==> config.mk <==
export PLATFORM = sky130hd
export DESIGN_NAME = gps_front
export DESIGN_NICKNAME = d
export VERILOG_FILES = /design/src/hw/rtl/gps_pkg.sv /design/src/hw/rtl/gps_front.sv
export SDC_FILE = /design/constraint.sdc
export NUM_CORES = 1
export LEC_CHECK = 0
export BUFFER_PORTS_ARGS = -buffer_cell sky130_fd_sc_hd__buf_2
export CORE_MARGIN = 10
export CORE_UTILIZATION = 63
export CTS_CLUSTER_DIAMETER = 150
export DETAILED_ROUTE_END_ITERATION = 12
export PLACE_DENSITY = 0.9
export SYNTH_ARGS = -nofsm -noshare
export SYNTH_HDL_FRONTEND = slang
export SYNTH_SLANG_ARGS = --single-unit
export TNS_END_PERCENT = 10
==> constraint.sdc <==
create_clock -name clock -period 12.7 [get_ports clock]
set_clock_uncertainty 0.05 [all_clocks]
set_input_delay 1.27 -clock clock [delete_from_list [all_inputs] [get_ports clock]]
set_output_delay 1.27 -clock clock [all_outputs]
set_load 0.02 [all_outputs]
==> src/hw/rtl/gps_pkg.sv <==
// Shared types and constants for the granular particle stress pipeline.
// Holds field widths, register index codes and the elaboration-time root table.
package gps_pkg;

   localparam int ALPHA_W   = 17;
   localparam int PSOLID_W  = 32;
   localparam int BETA_W    = 16;
   localparam int EPS_W     = 16;
   localparam int STRESS_W  = 48;
   localparam int LOG_STEPS = 24;
   localparam int IE_W      = 5;
   localparam int MAN_W     = 32;
   localparam int POW_W     = 33;
   localparam int TINT_W    = 9;
   localparam int CSR_IDX_W = 2;
   localparam int CSR_DATA_W = 32;

   localparam logic [ALPHA_W-1:0]  ONE_Q16    = 17'd65536;
   localparam logic [STRESS_W-1:0] STRESS_MAX = '1;

   localparam logic [PSOLID_W-1:0] P_SOLID_RST      = 32'd327680;
   localparam logic [BETA_W-1:0]   BETA_EXP_RST     = 16'd12288;
   localparam logic [EPS_W-1:0]    EPS_FLOOR_RST    = 16'd1;
   localparam logic [ALPHA_W-1:0]  ALPHA_PACKED_RST = 17'd39322;

   typedef enum logic [CSR_IDX_W-1:0] {
      CSR_P_SOLID      = 2'd0,
      CSR_BETA_EXP     = 2'd1,
      CSR_EPS_FLOOR    = 2'd2,
      CSR_ALPHA_PACKED = 2'd3
   } csr_index_type;

   typedef struct packed {
      logic [STRESS_W-1:0] stress;
      logic [STRESS_W-1:0] dstress;
      logic                stress_sat;
      logic                dstress_sat;
   } rsp_word_type;

   function automatic logic [63:0] isqrt64(input logic [63:0] v);
      logic [63:0] rem;
      logic [63:0] res;
      logic [63:0] bitv;
      rem = v;
      res = '0;
      for (int i = 31; i >= 0; i--) begin
         bitv = 64'd1 << (2 * i);
         if (rem >= res + bitv) begin
            rem = rem - (res + bitv);
            res = (res >> 1) + bitv;
         end else begin
            res = res >> 1;
         end
      end
      return res;
   endfunction

   // root k = 2^(-2^-k) in Q0.32, floor square root chain from one half
   function automatic logic [31:0] exp_root(input int k);
      logic [63:0] root;
      root = 64'd1 << 31;
      for (int j = 1; j <= k; j++) begin
         root = isqrt64(root << 32);
      end
      return root[31:0];
   endfunction

endpackage

==> src/hw/rtl/gps_front.sv <==
// Input register, clamps, denominator select and mantissa normalize.
// Uses gps_pkg; feeds the divider and log2 stages.
module gps_front #(
   parameter int DEN_FRAC_BITS = 24
) (
   input  logic                         clock,
   input  logic                         reset,
   input  logic                         en,
   input  logic                         in_valid,
   input  logic [gps_pkg::ALPHA_W-1:0]  in_alpha,
   input  logic [gps_pkg::EPS_W-1:0]    eps_floor,
   input  logic [gps_pkg::ALPHA_W-1:0]  alpha_packed,
   output logic                         out_valid,
   output logic [gps_pkg::ALPHA_W-1:0]  out_alpha,
   output logic                         out_zero,
   output logic [DEN_FRAC_BITS:0]       out_den,
   output logic [gps_pkg::MAN_W-1:0]    out_man,
   output logic [gps_pkg::IE_W-1:0]     out_ie
);
   import gps_pkg::*;

   localparam int DW = DEN_FRAC_BITS + 1;

   logic               valid0_ff;
   logic [ALPHA_W-1:0] alpha0_ff;

   logic [ALPHA_W-1:0] a_c;
   logic [ALPHA_W-1:0] ap_c;
   logic [ALPHA_W-1:0] diff;
   logic [DW-1:0]      d1;
   logic [DW-1:0]      d2;
   logic [32:0]        eprod;
   logic [DW-1:0]      den_in;
   logic [IE_W-1:0]    msb;
   logic [IE_W-1:0]    shamt;
   logic [MAN_W-1:0]   man_in;
   logic [IE_W-1:0]    ie_in;

   logic               valid1_ff;
   logic [ALPHA_W-1:0] alpha_ff;
   logic               zero_ff;
   logic [DW-1:0]      den_ff;
   logic [MAN_W-1:0]   man_ff;
   logic [IE_W-1:0]    ie_ff;

   always_ff @(posedge clock) begin
      if (reset) begin
         valid0_ff <= 1'b0;
         valid1_ff <= 1'b0;
      end else if (en) begin
         valid0_ff <= in_valid;
         valid1_ff <= valid0_ff;
      end
   end

   always_comb begin
      a_c   = (alpha0_ff > ONE_Q16) ? ONE_Q16 : alpha0_ff;
      ap_c  = (alpha_packed > ONE_Q16) ? ONE_Q16 : alpha_packed;
      diff  = ap_c - a_c;
      d1    = (ap_c > a_c) ? (DW'(diff) << (DEN_FRAC_BITS - 16)) : '0;
      eprod = eps_floor * (ONE_Q16 - a_c);
      d2    = DW'(eprod >> (32 - DEN_FRAC_BITS));
      den_in = DW'(1);
      if (d1 > den_in) begin
         den_in = d1;
      end
      if (d2 > den_in) begin
         den_in = d2;
      end
      msb = '0;
      for (int i = 0; i < ALPHA_W; i++) begin
         if (a_c[i]) begin
            msb = IE_W'(i);
         end
      end
      shamt  = 5'd31 - msb;
      man_in = MAN_W'(a_c) << shamt;
      ie_in  = 5'd16 - msb;
   end

   always_ff @(posedge clock) begin
      if (en) begin
         alpha0_ff <= in_alpha;
         alpha_ff  <= a_c;
         zero_ff   <= (a_c == '0);
         den_ff    <= den_in;
         man_ff    <= man_in;
         ie_ff     <= ie_in;
      end
   end

   assign out_valid = valid1_ff;
   assign out_alpha = alpha_ff;
   assign out_zero  = zero_ff;
   assign out_den   = den_ff;
   assign out_man   = man_ff;
   assign out_ie    = ie_ff;

endmodule

; ---- After elaboration in Yosys (flattened, before gate mapping)
; Index checks and enable logic that the tools add are counted.
[word_totals]
wordCells = 41
output_inout_bits = 81
reg_bits = 99
[op_classes]
addsub = 4
shifts = 1
n_mux = 21
magnitude_cmp = 5
n_mul = 1
n_reduce_logical = 1
[ops]
columns = cell, count
row1 = $mux 25, 3
row2 = $mux 5, 15
row3 = $gt 17x17->1 const B, 2
row4 = $mux 17, 2
row5 = $mul 17x18->33, 1
row6 = $shl 17x5->32, 1
row7 = $gt 25x1->1 const B, 1
row8 = $gt 25x25->1, 1
row9 = $sub 17x17->18 const A, 1
row10 = $gt 17x17->1, 1
row11 = $logic_not 17->1, 1
row12 = $sub 17x17->17, 1
row13 = $sub 5x5->5 const A, 2
row14 = $mux 1, 1

; ---- Depth between registers and ports, before layout
; Gate-level depths: netlist (run 1).
[depth]
depth_word = 20
depth_mapped = 45
depth_no_buf = 40

; ---- Worst setup path after synthesis (run 1)
; OpenSTA, ideal clock, no wires.
[synth_path]
kind = reg-to-reg
from = register alpha0_ff[16]
to = register den_ff[10] (netlist: out_den[10]), data pin
path_buffers = 6
path_stages_with_launch = 41
synth_period_minus_slack_ns = 9.590
required_ns = 12.390
setup_slack_ns = 3.110
arrival_ns = 9.280
cell_sequence = edfxtp_1 > clkbuf_1 > nor2b_1 > clkbuf_1 > clkbuf_1 > inv_1 > ha_1 > clkbuf_1 > o21a_1 > xnor2_1 > clkbuf_1 > nand2_1 > fa_1 > inv_1 > fa_1 > fa_1 > fa_1 > fa_1 > [5 not listed] > a21o_1 > a21o_1 > a21o_1 > a21boi_0 > o21ai_0 > a21o_1 > xnor2_1 > inv_1 > ha_1 > nand2_1 > nor2_1 > nand3_1 > nor4_1 > o21ai_0 > a22oi_1 > and2_4 > buf_6 > mux2_2
[synth_via]
elab_chain_cells = 8
elab_cells_between_ends = 11
[synth_lines]
columns = element, line_no
row1 = from (decl), gps_front.sv:25  ; logic [ALPHA_W-1:0] alpha0_ff;
row2 = from (signal assigned), gps_front.sv:83  ; alpha0_ff <= in_alpha;
row3 = $gt 17x17->1 (*), gps_front.sv:57  ; a_c = (alpha0_ff > ONE_Q16) ? ONE_Q16 : alpha0_ff;
row4 = $mux 17 (*), gps_front.sv:57
row5 = via a_c[0], gps_front.sv:27  ; logic [ALPHA_W-1:0] a_c;
row6 = "parallel branches: the longest is 5 deep, another holds $mul 17x18->33", -
row7 = $mux 25 (*), gps_front.sv:67  ; if (d2 > den_in) begin
row8 = via den_in[10], gps_front.sv:33  ; logic [DW-1:0] den_in;
row9 = to (signal assigned), gps_front.sv:86  ; den_ff <= den_in;
row10 = to (decl), gps_front.sv:42  ; logic [DW-1:0] den_ff;
; Mark *: on every way through the listed nets, which the timed path passes.
; A chain may end at the register's enable or synchronous reset.

; ---- Worst setup path in the final report (run 1)
[layout_path]
from = register alpha0_ff[16]
to = register den_ff[13] (netlist: out_den[13]), data pin
; The elaborated chain is that of the path after synthesis.

==> results of run 1 <==
-- through the flow --
step	worst slack [ps]	util	hold WS [ps]	instance area, sq um
after floorplan	3110	-	410	16700
after global placement	2100	0.680	418	17700
after detailed placement	1670	0.680	437	17700
after CTS	1580	0.692	455	18000
after global routing	825	0.692	474	18000
final	1390	0.692	456	18000
-- state kept, by name (all words and copies together) (netlist names) --
| name | cells |
|---|---|
| out_ie | 5 |
| out_alpha | 17 |
| out_den | 25 |
| alpha0_ff | 17 |
| out_zero | 1 |
| valid0_ff | 1 |
| out_valid | 1 |
| out_man | 32 |
-- final timing paths --
kind                 start     endpoint  slack, ps  cells past startpoint
max          alpha0_ff[16]  out_den[13]       1390                     36
min              valid0_ff    valid0_ff        460                      2
max reg2reg  alpha0_ff[16]  out_den[13]       1390                     36
min reg2reg      valid0_ff    valid0_ff        460                      2
-- metal layers --
metal,part of all wire,wire (microns),up-vias
li1,-,-,5724
met1,0.35,14900,6526
met2,0.52,22400,758
met3,0.087,3750,176
met4,0.050,2150,0
met5,0,0,-
-- Yosys cell counts, types with 9 or more instances --
cell | n | area share
a211oi_1 | 9 | 0.0041
a21o_1 | 21 | 0.0095
a21oi_1 | 49 | 0.015
and2_1 | 119 | 0.045
and3_1 | 12 | 0.0045
clkbuf_1 | 45 | 0.010
edfxtp_1 | 97 | 0.18
fa_1 | 280 | 0.34
ha_1 | 120 | 0.091
inv_1 | 389 | 0.088
mux2_2 | 19 | 0.013
mux2i_1 | 22 | 0.013
nand2_1 | 195 | 0.044
nand2b_1 | 13 | 0.0049
nand3_1 | 23 | 0.0070
nand4_1 | 9 | 0.0034
nor2_1 | 54 | 0.012
nor2b_1 | 34 | 0.013
nor3_1 | 12 | 0.0036
nor4_1 | 9 | 0.0034
o21a_1 | 9 | 0.0041
o21ai_0 | 31 | 0.0094
or3_1 | 9 | 0.0034
xnor2_1 | 35 | 0.019
xor2_1 | 17 | 0.0090
-- placed cells by master, fill, tap and decap left out, drive strengths merged, types with 10 or more instances in the layout --
cell type and instances:
inv 394, fa 280, nand2 196, buf 147, ha 120, and2 120
edfxtp 97, nor2 54, conb 52, a21oi 49, xnor2 35, nor2b 34
o21ai 34, nand3 23, mux2i 22, a21o 21, mux2 19, xor2 17
nand2b 13, nor3 12, and3 12, nor4 10, or3 10
-- worst max-delay path, delay by kind of cell, from the launching register on --
family,cells,cell delay [ps]
fa+ha+maj,10,4760
flops,1,800
buf+inv,6,520
mux,1,380
simple gates,8,2070
xor+xnor,1,200
compound gates,10,2260
-- area by class of cell --
cell class	count	area, sq um	area share
clock inverter	7	75.1	0.00418
clock buffer	9	225	0.0125
timing repair buffer	147	771	0.0429
inverter	392	1470	0.0818
tap	335	419	0.0233
sequential	99	2950	0.164
multi-input combinational	1247	12100	0.671
-- kinds of logic after synthesis --
| group | Yosys count |
|---|---|
| other | 2 |
| adder cells (fa/ha/maj) | 400 |
| AO/OA/AOI/OAI | 180 |
| multiplexers | 41 |
| AND/OR/NAND/NOR | 522 |
| buffers and inverters | 452 |
| XOR/XNOR | 52 |
| flip-flops | 99 |
==> results.ini, run 1 <==
[floorplan]
die_height_microns=182
start_util=0.637
die-area_sq_um=33200
core_sq_um=26000
rows=59
io_pins=135
die-width_microns=182

[logic_synthesis]
syn_inst=1748
synth_top_family_by_area=adder cells
ys_seq_area_frac=0.178
syn_area_per_cell_sq_um=9.47
synth-xor-area-share=0.0275
synth_compound_area_frac=0.0720
async_flop_share=0
synth_area_sq_um=16600
synth_adder_area_share=0.429
synthMuxAreaShare=0.0262
yosysWarnings=0
synth_ff_type=edfxtp_1
synth-simple-area-share=0.162
ys_seq_elements=99
synth_cell_type_count=74
synth_edf_count=97

[setup_path]
cp_slowest_stage_delay_ps=800
cp.arrival_ps=11370
endpoint_kind=flip-flop
start_kind=flip-flop
crit_path_top_delay_cell=edfxtp_1
required_ps=12750
path_class=flip-flop to flip-flop
worstPathMaxFanout=25

[clock_network]
clk-insertion-delay-late_ps=360
cts_sinks=99
htree_levels=3
postCtsSetupRepairBufs=0
tritoncts=done
cts.clk_slew.worst_paths_ps=80
cts_buffers=9
clockBufferDepth=2
cts_root_buf=clkbuf_16
post_cts_resized=0
hold_buffers=0

[timing]
tightest_slew_ps=1060
relSlewSlack=0.290
fin_crit_ps=11310
fin_crit_sh=0.891
setup_tns_ps=0
max_freq_mhz=88.4
final_hold_viol_count=0
setup_viol=0
rsz0062_at_grt=no
report.final.slew_viol_count=0

[detailed_routing]
routed_wl_microns=43200
drcViolationCount=0
drt_first_pass_iters=9
drt-initial-drc-count=1160
drtAntennaViolNets=0
vias=13200
vias_per_cell=5.90
wl_per_cell_microns=19.3

[grt]
grt_pass1_vias=14500
grt_max_degree=62
grt_usage=0.264
grt_pass1_wl_microns=71500
use_met1=0.312
busiest_layer=met2
met2_usage=0.466
grt_overflow_total=0
use_met3=0.0362
antenna_found_initial=1

[place]
gp_congestion=0.967
port-buffer-count=134
dp_cells=2220
dp_hpwl_microns=34500

[final_layout]
fillCellCount=1836
antenna_cells=0
fin_cells=2236
area_growth_pct=8.58
final_nets=2350
drive_gt1_frac=0.107

[outcome]
status=complete, no violations

[min_path]
hold_class=flip-flop to flip-flop

[flow_run]
max_cap_viol_count=0

Power of run 1 is not shown: default switching activity piles up to over one toggle a cycle in this logic, so the estimate is an artifact.
==> inputs of run 2 (changes only) <==
--- a/config.mk
+++ b/config.mk
@@ -8,2 +8,3 @@
 export BUFFER_PORTS_ARGS = -buffer_cell sky130_fd_sc_hd__buf_2
+export CORE_ASPECT_RATIO = 0.7
 export CORE_MARGIN = 10
@@ -12,3 +13,3 @@
 export DETAILED_ROUTE_END_ITERATION = 12
-export PLACE_DENSITY = 0.9
+export PLACE_DENSITY = 0.83
 export SYNTH_ARGS = -nofsm -noshare
==> constraint.sdc (replaced) <==
create_clock -name clock -period 12.7 [get_ports clock]
set_clock_uncertainty 0.05 [all_clocks]
set_input_delay 1.905 -clock clock [delete_from_list [all_inputs] [get_ports clock]]
set_output_delay 1.905 -clock clock [all_outputs]
set_load 0.02 [all_outputs]
==> results.ini, run 2 (synthesis results as in run 1) <==
[setup_path]
required_ps=12760
r2r_end=out_den[21]
endpoint_kind=flip-flop
reg2regPathDepth=37
r2r_setup_slack_ps=1320
cp_slowest_stage_delay_ps=760
path_class=flip-flop to flip-flop
reg2reg_from=alpha0_ff[9]
cp.arrival_ps=11440
start_kind=flip-flop
crit_family=adder cells
crit_buf_inv=6
startpoint=alpha0_ff[9]
worst-path-stages=37
worstPathMaxFanout=21
crit_path_top_delay_cell=o21ai_2
crit_end=out_den[21]

[detailed_routing]
wl_met3_microns=5140
drtAntennaViolNets=0
wl_per_cell_microns=19.8
drt_first_pass_iters=7
met2_wirelength_microns=20500
vias=13100
m1WireLength_microns=17900
drt-initial-drc-count=1521
vias_per_cell=5.78
routed_wl_microns=44700
drcViolationCount=0
top_layer_used=met4

[floorplan]
die-area_sq_um=33300
core_sq_um=25800
die-width_microns=214
die_height_microns=156
start_util=0.642
io_pins=135
rows=49

[clock_network]
clk-insertion-delay-late_ps=360
hold_buffers=0
cts_buffers=9
cts_root_buf=clkbuf_16
cts_sinks=99
htree_levels=3
cts.clk_slew.worst_paths_ps=70
post_cts_resized=0
postCtsSetupRepairBufs=0
clockBufferDepth=2
tritoncts=done

[timing]
report.final.slew_viol_count=0
setup_tns_ps=0
relSlewSlack=0.250
final_hold_viol_count=0
fin_crit_ps=11380
setup_viol=0
hold_ws_ps=452
rsz0062_at_grt=no
fin_crit_sh=0.896
max_freq_mhz=87.9
tightest_slew_ps=1120

[final_layout]
final_nets=2353
fillCellCount=1966
layout.area.seq_sq_um=2950
largest_register_ff_count=32
area_growth_pct=8.79
antenna_cells=0
drive_gt1_frac=0.107
multi_input_area_sq_um=12100
layout.cells.most_common=inv_1
final_cell_mix=389 x inv_1, 280 x fa_1, 195 x nand2_1

[grt]
grt_max_degree=57
grt_usage=0.278
grt_overflow_total=0
grt_pass1_wl_microns=72700
antenna_found_initial=0
grt_pass1_vias=13700

[flow_run]
max_cap_viol_count=0

[place]
port-buffer-count=134
dp_hpwl_microns=36000
gp_congestion=1.03

[min_path]
hold_class=flip-flop to flip-flop
hp-start=out_valid

[outcome]
status=complete, no violations

[run 2: cell type report]
cell class,instances,share of cell area
Inverter,392,0.0817
Clock buffer,9,0.0125
Clock inverter,6,0.00368
Sequential cell,99,0.164
Timing Repair Buffer,150,0.0440
Tap cell,357,0.0248
Multi-Input combinational cell,1247,0.669
[run 2: per-stage QoR]
stage                     std cells  setup WS (ps)  utilization  instance area, sq um
after floorplan                1798           3100            -                 16700
after global placement         2245           2140        0.687                 17700
after detailed placement       2245           1680        0.687                 17700
after CTS                      2260           1700        0.698                 18000
after global routing           2260            889        0.698                 18000
final                          2260           1320        0.698                 18000
[run 2: worst min-delay path: cells and delay by family (launching register included)]
family / cells / cell delay [ps]
mux: 1 / 60
simple gates: 1 / 80
flops: 1 / 320
[run 2: worst min path at each step]
stage	end	cells after the start
2_1_floorplan	valid0_ff	2
3_3_place_gp	out_valid	2
3_5_place_dp	out_valid	2
4_1_cts	out_valid	2
5_1_grt	valid0_ff	2
6_report	out_valid	2
[run 2: routing by layer]
layer | up-vias | global-route usage
li1 | 5726 | -
met1 | 6523 | 0.376
met2 | 695 | 0.436
met3 | 112 | 0.0793
met4 | 0 | 0.0663
met5 | - | 0
Power of run 2 is left out for the same reason.
==> inputs of run 3 (changes only) <==
- CORE_UTILIZATION: 63 -> 50
- PLACE_DENSITY: 0.83 -> default
- PLACE_DENSITY_LB_ADDON: default -> 0.25
==> results.ini, run 3 (synthesis results as in run 1) <==
[place]
port-buffer-count=134
dp_hpwl_microns=35500
gp_congestion=0.926

[floorplan]
start_util=0.510
rows=55
core_sq_um=32500
die_height_microns=172
die-area_sq_um=40900
io_pins=135
die-width_microns=238

[final_layout]
final_nets=2347
antenna_cells=0
layout.cells.most_common=inv_1
final_cell_mix=389 x inv_1, 280 x fa_1, 195 x nand2_1
drive_gt1_frac=0.107
area_growth_pct=9.27
fillCellCount=2941
largest_register_ff_count=32

[setup_path]
required_ps=12760
reg2reg_from=alpha0_ff[16]
cp_slowest_stage_delay_ps=1070
r2r_end=out_den[17]
reg2regPathDepth=35
crit_path_top_delay_cell=edfxtp_1
path_class=flip-flop to flip-flop
cp.arrival_ps=11790
r2r_setup_slack_ps=980
start_kind=flip-flop
endpoint_kind=flip-flop
worstPathMaxFanout=25

[detailed_routing]
drt-initial-drc-count=945
drtAntennaViolNets=0
routed_wl_microns=43900
drt_first_pass_iters=8
wl_per_cell_microns=18.9
drcViolationCount=0
vias=12500
vias_per_cell=5.38

[timing]
setup_tns_ps=0
tightest_slew_ps=1100
rsz0062_at_grt=no
fin_crit_sh=0.923
final_hold_viol_count=0
report.final.slew_viol_count=0
relSlewSlack=0.265
fin_crit_ps=11720
max_freq_mhz=85.3
setup_viol=0

[clock_network]
cts_buffers=9
htree_levels=3
clk-insertion-delay-late_ps=360
tritoncts=done
postCtsSetupRepairBufs=0
hold_buffers=0
cts.clk_slew.worst_paths_ps=70
post_cts_resized=0
clockBufferDepth=2
cts_root_buf=clkbuf_16
cts_sinks=99

[outcome]
status=complete, no violations

[min_path]
hold_class=flip-flop to flip-flop
hold_end=out_valid
whs_path_depth=2
hp-start=out_valid

[grt]
grt_pass1_vias=13200
grt_usage=0.222
grt_pass1_wl_microns=71100
grt_max_degree=57
grt_overflow_total=0
antenna_found_initial=1

[flow_run]
max_cap_viol_count=0

## run 3: routing by layer
| layer | part of all wire | GRT usage | routed length (microns) |
|---|---|---|---|
| met1 | 0.44 | 0.305 | 19400 |
| met2 | 0.44 | 0.336 | 19400 |
| met3 | 0.096 | 0.0708 | 4200 |
| met4 | 0.018 | 0.0450 | 799 |
| met5 | 0.0020 | 0.0138 | 88 |
## run 3: per-stage QoR
step                      setup slack [ps]  std cells   util  hold slack [ps]  cell area (sq um)
after floorplan                       3100       1798      -              410              16700
after global placement                1580       2309  0.548              419              17800
after detailed placement              1300       2309  0.548              440              17800
after CTS                             1230       2325  0.557              458              18100
after global routing                   440       2325  0.557              499              18100
final                                  976       2325  0.557              455              18100
## run 3: cell type report
class                      instances  area [sq um]  share of cell area
clock inverter                     6          73.8             0.00408
sequential                        99          2950               0.163
tap                              427           534              0.0295
timing repair buffer             144           748              0.0413
inverter                         392          1470              0.0813
multi-input combinational       1247         12100               0.668
clock buffer                      10           229              0.0127
## run 3: worst max-delay path by stage
stage,start,endpoint
4_1_cts,alpha0_ff[16],out_den[19]
3_3_place_gp,alpha0_ff[16],out_den[21]
3_5_place_dp,alpha0_ff[16],out_den[8]
6_report,alpha0_ff[16],out_den[17]
5_1_grt,alpha0_ff[16],out_den[8]
2_1_floorplan,eps_floor[8],out_den[10]
## run 3: critical path: cells and delay by family (launching register included)
| kind | cells | cell delay, ps |
|---|---|---|
| AND/OR/NAND/NOR | 9 | 2380 |
| multiplexers | 1 | 390 |
| XOR/XNOR | 1 | 190 |
| buffers and inverters | 6 | 660 |
| adder cells (fa/ha/maj) | 9 | 4060 |
| flip-flops | 1 | 1070 |
| AO/OA/AOI/OAI | 9 | 2620 |
Power of run 3 is left out for the same reason.
